## src/rtl/core/bzs_pkg.sv

```systemverilog
// Shared types and constants of the cubic Bezier sampler.
`default_nettype none
package bzs_pkg;

	localparam int T_W        = 17;
	localparam int WGT_W      = 49;
	localparam int IDX_W      = 6;
	localparam int NPTS_W     = 7;
	localparam int CFG_IDX_W  = 8;
	localparam int CFG_DATA_W = 17;
	localparam int SPLIT_W    = 24;

	localparam logic [T_W-1:0] T_ONE = 17'h10000;

	localparam logic [NPTS_W-1:0] NPTS_RESET  = 7'd16;
	localparam logic [T_W-1:0]    TSTEP_RESET = 17'd4369;

	localparam logic [CFG_IDX_W-1:0] CFG_NUM_POINTS = 8'd0;
	localparam logic [CFG_IDX_W-1:0] CFG_T_STEP     = 8'd1;

	typedef struct packed {
		logic             last;
		logic [IDX_W-1:0] idx;
	} bzs_tag_t;

	typedef struct packed {
		logic busy;
		logic fire;
		logic last;
	} bzs_seq_stat_t;

endpackage
`default_nettype wire

```

## src/rtl/core/bzs_seq.sv

```systemverilog
// Sample sequencer: holds the segment, counts samples and steps t.
`default_nettype none
module bzs_seq
	import bzs_pkg::*;
#(
	parameter int MAX_POINTS  = 64,
	parameter int COORD_WIDTH = 16
) (
	input  wire logic                           clk,
	input  wire logic                           arst_n,
	input  wire logic                           cfg_valid,
	input  wire logic [CFG_IDX_W-1:0]           cfg_index,
	input  wire logic [CFG_DATA_W-1:0]          cfg_data,
	input  wire logic                           in_valid,
	output logic                                in_ready,
	input  wire logic [8*COORD_WIDTH-1:0]       in_data,
	output logic                                out_valid,
	input  wire logic                           out_ready,
	output logic [T_W-1:0]                      out_t,
	output bzs_tag_t                            out_tag,
	output logic [1:0][3:0][COORD_WIDTH-1:0]    out_pts,
	output bzs_seq_stat_t                       stat
);

	localparam logic [NPTS_W-1:0] N_MAX = NPTS_W'(MAX_POINTS);
	localparam logic [NPTS_W-1:0] N_MIN = NPTS_W'(2);

	logic [NPTS_W-1:0]                 num_points_q;
	logic [T_W-1:0]                    t_step_q;
	logic                              busy_q;
	logic [IDX_W-1:0]                  cnt_q;
	logic [T_W-1:0]                    t_acc_q;
	logic [1:0][3:0][COORD_WIDTH-1:0]  pts_q;

	logic [NPTS_W-1:0] n_lim;
	logic              last;
	logic              fire;
	logic              in_acc;
	logic [T_W:0]      t_sum;
	logic [T_W-1:0]    t_next;

	always_comb begin
		if (num_points_q < N_MIN) begin
			n_lim = N_MIN;
		end else if (num_points_q > N_MAX) begin
			n_lim = N_MAX;
		end else begin
			n_lim = num_points_q;
		end
	end

	assign last     = ({1'b0, cnt_q} == (n_lim - NPTS_W'(1)));
	assign fire     = busy_q && out_ready;
	assign in_ready = !busy_q || (fire && last);
	assign in_acc   = in_valid && in_ready;
	assign t_sum    = {1'b0, t_acc_q} + {1'b0, t_step_q};
	assign t_next   = (t_sum > {1'b0, T_ONE}) ? T_ONE : t_sum[T_W-1:0];

	always_ff @(posedge clk or negedge arst_n) begin
		if (!arst_n) begin
			num_points_q <= NPTS_RESET;
			t_step_q     <= TSTEP_RESET;
			busy_q       <= 1'b0;
			cnt_q        <= '0;
			t_acc_q      <= '0;
		end else begin
			if (cfg_valid) begin
				unique case (cfg_index)
					CFG_NUM_POINTS: num_points_q <= cfg_data[NPTS_W-1:0];
					CFG_T_STEP:     t_step_q     <= cfg_data[T_W-1:0];
					default:        ;
				endcase
			end
			if (in_acc) begin
				busy_q  <= 1'b1;
				cnt_q   <= '0;
				t_acc_q <= '0;
			end else if (fire) begin
				if (last) begin
					busy_q <= 1'b0;
				end else begin
					cnt_q <= cnt_q + IDX_W'(1);
				end
				t_acc_q <= t_next;
			end
		end
	end

	// bias each coordinate to offset binary
	always_ff @(posedge clk) begin
		if (in_acc) begin
			for (int k = 0; k < 4; k++) begin
				pts_q[0][k] <= in_data[(2*k)*COORD_WIDTH +: COORD_WIDTH]
					^ {1'b1, {(COORD_WIDTH-1){1'b0}}};
				pts_q[1][k] <= in_data[(2*k+1)*COORD_WIDTH +: COORD_WIDTH]
					^ {1'b1, {(COORD_WIDTH-1){1'b0}}};
			end
		end
	end

	assign out_valid    = busy_q;
	assign out_t        = last ? T_ONE : t_acc_q;
	assign out_tag.last = last;
	assign out_tag.idx  = cnt_q;
	assign out_pts      = pts_q;
	assign stat.busy    = busy_q;
	assign stat.fire    = fire;
	assign stat.last    = last;

endmodule
`default_nettype wire

```

## config.mk

```make
export PLATFORM = sky130hd
export DESIGN_NAME = bzs_seq
export DESIGN_NICKNAME = d
export VERILOG_FILES = /design/src/rtl/core/bzs_pkg.sv /design/src/rtl/core/bzs_seq.sv
export SDC_FILE = /design/constraint.sdc
export NUM_CORES = 1
export LEC_CHECK = 0
export ABC_AREA = 1
export BUFFER_PORTS_ARGS = -buffer_cell sky130_fd_sc_hd__buf_2
export CAP_MARGIN = 10
export CORE_UTILIZATION = 48
export CTS_CLUSTER_SIZE = 12
export DETAILED_ROUTE_END_ITERATION = 7
export HOLD_SLACK_MARGIN = 0.05
export PLACE_DENSITY = 0.82
export SLEW_MARGIN = 20
export SYNTH_ARGS = -nofsm -noshare
export SYNTH_HDL_FRONTEND = slang
export SYNTH_SLANG_ARGS = --single-unit
```

## constraint.sdc

```tcl
create_clock -name clk -period 5.4 [get_ports clk]
set_input_delay 0.81 -clock clk [delete_from_list [all_inputs] [get_ports clk]]
set_output_delay 0.81 -clock clk [all_outputs]
set_load 0.005 [all_outputs]
```

* After elaboration in Yosys (flattened, before gate mapping)
Cells that the tools add are included.
Widths: inputs -> output; s select.
** Storage, ports and cells
- Bits in latches :: 0
- Logic and storage cells :: 54
- Bits in read-only memories :: 0
- Output and inout port bits :: 157
- Bits in registers :: 176
- Memories :: 0
- Input port bits :: 158
- RAM bits :: 0
** Cells by class
- Magnitude comparators :: 3
- Bitwise gates (word level) :: 8
- Div/mod/pow operators :: 0
- Equal/unequal tests :: 3
- Add/sub/neg operators :: 3
- Reduce and logical (&&, ||, !) cells :: 12
- Multiplexer cells :: 12
- Shift operators :: 0
- $mul :: 0
** Operators by type and width (count)
- $mux 17 :: 4
- $add 17x17->18 :: 1
- $gt 18x17->1 const B :: 1
- $mux 6 :: 3
- $mux 7 :: 2
- $eq 8x1->1 const B :: 1
- $logic_not 8->1 :: 1
- $not 1->1 :: 8
- $reduce_and 2->1 :: 4
- $eq 6x7->1 :: 1
- $gt 7x7->1 const B :: 1
- $lt 7x2->1 const B :: 1
- $sub 7x1->7 const B :: 1
- $add 6x1->6 const B :: 1
- $reduce_bool 2->1 :: 2
- $logic_and 1x1->1 :: 3
- $mux 1 :: 3
- $ne 2x1->1 const B :: 1
- $logic_not 1->1 :: 1
- $logic_or 1x1->1 :: 1

* Logic depth before layout (Yosys ltp)
- Depth after elaboration :: 10
- Mapped depth :: 18
- Gate-level depth less buffers :: 18

* Worst setup path before layout
Ideal clock, no wire load.
- Path type :: register to register
- Start point :: register num_points_q[6]
- End point :: register pts_q (netlist bit out_pts[0]), enable pin
- Slack :: 0.486 ns
- Arrival time :: 4.432 ns
- Cell stages (with the launch flop) :: 17
- Setup time :: 0.481 ns
- Buffers on the path :: 2
- Period minus slack after synthesis :: 4.914 ns
- Data required time :: 4.919 ns
- Path through :: dfrtp_1 > buf_6 > nor2_2 > nand3_2 > nand2_2 > inv_1 > ha_1 > xor2_1 > nand2_1 > nor2_1 > nand3_1 > nor2_2 > nand4_1 > nand2_2 > nand2_4 > buf_6 > inv_1
** On the way
- Longest elaborated chain between the ends :: 8
- Elaborated cells between the ends (all ways) :: 9
** RTL lines
- from (decl) :: line bzs_seq.sv:28 : logic [NPTS_W-1:0] num_points_q;
- from (signal assigned) :: line bzs_seq.sv:69 : CFG_NUM_POINTS: num_points_q <= cfg_data[NPTS_W-1:0];
- $gt 7x7->1 :: line bzs_seq.sv:45 : end else if (num_points_q > N_MAX) begin
- $mux 7 :: line bzs_seq.sv:45
- $mux 7 (*) :: line bzs_seq.sv:43 : if (num_points_q < N_MIN) begin
- $sub 7x1->7 (*) :: line bzs_seq.sv:52 : assign last = ({1'b0, cnt_q} == (n_lim - NPTS_W'(1)));
- $eq 6x7->1 (*) :: line bzs_seq.sv:52
- $logic_and 1x1->1 (*) :: line bzs_seq.sv:54 : assign in_ready = !busy_q || (fire && last);
- $logic_or 1x1->1 (*) :: line bzs_seq.sv:54
- via in_ready :: line bzs_seq.sv:15 : output logic in_ready,
- $logic_and 1x1->1 (*) :: line bzs_seq.sv:55 : assign in_acc = in_valid && in_ready;
- via in_acc :: line bzs_seq.sv:38 : logic in_acc;
- to (signal, indexed assignment) :: line bzs_seq.sv:93 : pts_q[0][k] <= in_data[(2*k)*COORD_WIDTH +: COORD_WIDTH]
- to (signal, indexed assignment) :: line bzs_seq.sv:95 : pts_q[1][k] <= in_data[(2*k+1)*COORD_WIDTH +: COORD_WIDTH]
- to (decl) :: line bzs_seq.sv:33 : logic [1:0][3:0][COORD_WIDTH-1:0] pts_q;
Mark *: on every way through the listed nets, which the timed path passes. The rest lies on a longest branch.
A chain may end at the register's enable or synchronous reset.

* Worst setup path in the final report
- Start point :: register num_points_q[3]
- End point :: output port out_t[0]
** On the way
- Longest elaborated chain between the ends :: 6
- Elaborated cells between the ends (all ways) :: 7
** RTL lines
- $gt 7x7->1 :: line bzs_seq.sv:45
- $mux 7 :: line bzs_seq.sv:45
- $mux 7 (*) :: line bzs_seq.sv:43
- $sub 7x1->7 (*) :: line bzs_seq.sv:52
- $eq 6x7->1 (*) :: line bzs_seq.sv:52
- $mux 17 (*) :: line bzs_seq.sv:102 : assign out_t = last ? T_ONE : t_acc_q;
- to (decl) :: line bzs_seq.sv:19 : output logic [T_W-1:0] out_t,
Mark *: on every way between the ends. The rest lies on a longest branch, timed or not.

==> metrics.md <==
| Metric | Value |
|---|---|
| Clk root buf | `clkbuf_16` |
| Die area | `16,200 um^2` |
| Grt peak-use layer | `met2` |
| Post-Synthesis Cells | `644` |
| Final period util | `69.0%` |
| Via count | `5,750` |
| Pre-CTS setup slack | `1840 ps` |
| Req. time, crit path | `4590 ps` |
| Delay-heaviest family, CP | `simple AND/OR/NAND/NOR gates` |
| Area growth from synthesis to layout | `31.3%` |
| Final GP Congestion | `0.884` |
| Arr. time, crit path | `2910 ps` |
| GR Layer Usage met2 | `41.7%` |
| CTS buffer count | `17` |
| CP Buf/Inv Count | `2` |
| Most frequent cells in the layout | `buf_2 (313), nand2_1 (161), edfxtp_1 (128)` |
| Placed wire-length estimate | `15,100 um` |
| Static leakage | `4.82 nW` |
| Mean number of vias per cell | `4.83` |
| Pin count of the biggest net entering global routing | `72` |
| Leading area contributor after synthesis | `edfxtp_1` |
| Final hold vios | `0` |
| Nets | `1,145` |
| Tmin final | `3720 ps` |
| Grt met3 use | `7.87%` |
| Share of layout cells above drive strength 1 | `41.1%` |
| # IOs | `315` |
| Final Cell Area | `9900 um^2` |
| Placeable Area | `15,300 um^2` |
| Residual DRC | `0` |
| Hold WS | `388 ps` |
| Largest stage delay, worst path | `440 ps` |
| IO buf count | `314` |
| First-pass GRT wire length | `29,300 um` |
| WS Path Type | `register to primary output` |
| RSZ-0062 raised after global routing | `false` |
| Synth Cell Area | `7540 um^2` |
| Top cell type's share of synthesized area | `51.0%` |
| YS warnings | `0` |
| Worst slew pin tran | `856 ps` |
| Row cnt | `45` |
| Setup Viol. Count Final | `0` |
| Final Max Tran Viols | `0` |
| CTS Hold Bufs | `0` |
| Fmax | `269 MHz` |
| Initial Util | `49.4%` |
| Yosys reg bits | `176` |
| Synth area leaders | `edfxtp_1 (51%), dfrtp_1 (14%), nand2_1 (8.0%)` |
| Post-synthesis cell type count | `41` |
| Met1 usage | `29.3%` |
| Clock sinks | `176` |
| Post-Syn Nets | `822` |
| Outcome | `completed` |
| Worst path slowest cell | `dfrtp_1` |
| DP Area | `9310 um^2` |
| Worst relative slew slack | `42.9%` |
| Clk pin slew, worst setup/hold paths | `70 ps` |
| Critical path launch point type | `register` |
| Htree depth | `4` |
| Final wirelength | `19,500 um` |
| Power Total | `4.17 mW` |
| Final Non-Filler Cells | `1,191` |
| Worst setup EP type | `primary output` |
| Ant. Diodes | `0` |
| Drt pass-1 iters | `5` |
| Resized cells post-CTS | `0` |
| Max FO, Critical Path | `19` |
| HP Class | `primary input to asynchronous set/reset pin` |
| Commonest non-fill, non-tap cell in the layout | `buf_2` |
| Pwr/cell area | `421 nW/um^2` |
| Worst-Skew Late Latency | `430 ps` |
| Post-Synthesis Mean Instance Area | `11.7 um^2` |
| Final core utilization | `64.9%` |
| Clock Path Buffers | `2` |
| Setup bufs post-CTS | `0` |
| Placed insts | `1,159` |
| Critical-path cell list | `nor2_1 -> nand3_2 -> nand2_1 -> ha_1 -> nand2_2 -> or2_1 -> nor3_1 -> nor2_1 -> nand3_2 -> clkinv_2 -> nor2_1 -> buf_2` |
| Remaining antenna violation count | `0` |
| Grt ovf | `0` |
| Final worst clock skew | `9.30 ps` |
| Die W | `127 um` |
| Initial antenna violation count | `4` |
| Max cap viols | `0` |
| Starting DRT DRC Count | `356` |
| Die span in y | `127 um` |
| CTS tree | `done` |
| Maximum VDD drop | `0.000241 V` |
| Total global-route track usage | `24.4%` |
| Wirelength per Cell | `16.4 um` |
| Post-Route Setup TNS | `0 ps` |
| Final worst slack | `1680 ps` |
| Vias in the first global route | `5,466` |
| Critical path's most frequent cell | `nor2_1` |
| Sequential area share after synthesis | `67.0%` |
final timing paths:
kind	slack [ps]	end	depth (start not counted)	startpoint
max	1680	out_t[0]	12	num_points_q[3]
min	390	t_step_q[10]	1	arst_n
max reg2reg	1830	out_pts[47]	15	num_points_q[3]
min reg2reg	500	t_step_q[0]	2	t_step_q[0]
max in group asynchronous	4590	t_acc_q[16]	1	arst_n
min in group clk	500	t_step_q[0]	2	t_step_q[0]
cell families (layout without fill, tap and decap cells):
family | Yosys count | count (layout) | synth area share [%]
AOI/OAI and AO/OA | 33 | 33 | 2.44
xor gates and xnor gates | 14 | 14 | 1.91
adders and majority gates | 20 | 20 | 3.42
buffers and inverters | 98 | 434 | 5.59
DFF | 176 | 176 | 67.0
muxes | 10 | 10 | 1.79
and+or+nand+nor | 293 | 293 | 17.9
cell usage after synthesis:
| cell | count |
|---|---|
| nor2_2 | 2 |
| fa_1 | 1 |
| buf_4 | 5 |
| inv_4 | 1 |
| nor2_4 | 3 |
| nor3_1 | 5 |
| nor3b_1 | 1 |
| xor2_2 | 1 |
| inv_1 | 76 |
| nor3_2 | 1 |
| nand3_1 | 32 |
| mux2_4 | 6 |
| xnor2_1 | 4 |
| nand2_1 | 161 |
| dfrtp_1 | 43 |
| a21oi_1 | 11 |
| ha_1 | 19 |
| nor4_4 | 1 |
| dfstp_2 | 5 |
| edfxtp_1 | 128 |
| nor2_1 | 46 |
| nand4_1 | 12 |
| mux2_2 | 4 |
| o21ai_1 | 1 |
| o21ai_0 | 18 |
| inv_2 | 6 |
| clkbuf_1 | 4 |
| or4_4 | 1 |
| xnor3_1 | 1 |
| a21oi_2 | 1 |
| or2_1 | 1 |
| a21oi_4 | 1 |
| nand3_2 | 4 |
| nand3b_1 | 10 |
| o21ai_2 | 1 |
| buf_2 | 1 |
| nand2_4 | 2 |
| buf_6 | 4 |
| nand2_2 | 11 |
| xor2_1 | 8 |
| clkinv_2 | 1 |
final cells by class:
| cell class | count | area [um^2] |
|---|---|---|
| Tap cell | 211 | 264 |
| Clock inverter | 15 | 170 |
| Multi-Input combinational cell | 370 | 2070 |
| Fill cell | 1189 | 5360 |
| Sequential cell | 176 | 5050 |
| Inverter | 84 | 322 |
| Timing Repair Buffer | 318 | 1600 |
| Clock buffer | 17 | 425 |
power by group:
group	internal (mW)	switching, mW
sequential	1.72	0.114
clock	0.660	0.561
combinational	0.437	0.676
flip-flops by register name, indices dropped and copies added (netlist names):
name and count:
out_pts 128, t_acc_q 17, t_step_q 17, num_points_q 7, cnt_q 6, out_valid 1
per-layer routing:
metal / vias to the layer above / wire (um)
met3: 32 / 1420
met5: - / 46
li1: 2786 / -
met4: 8 / 370
met1: 2694 / 7820
met2: 230 / 9870
(Power assumes the default switching activity.)
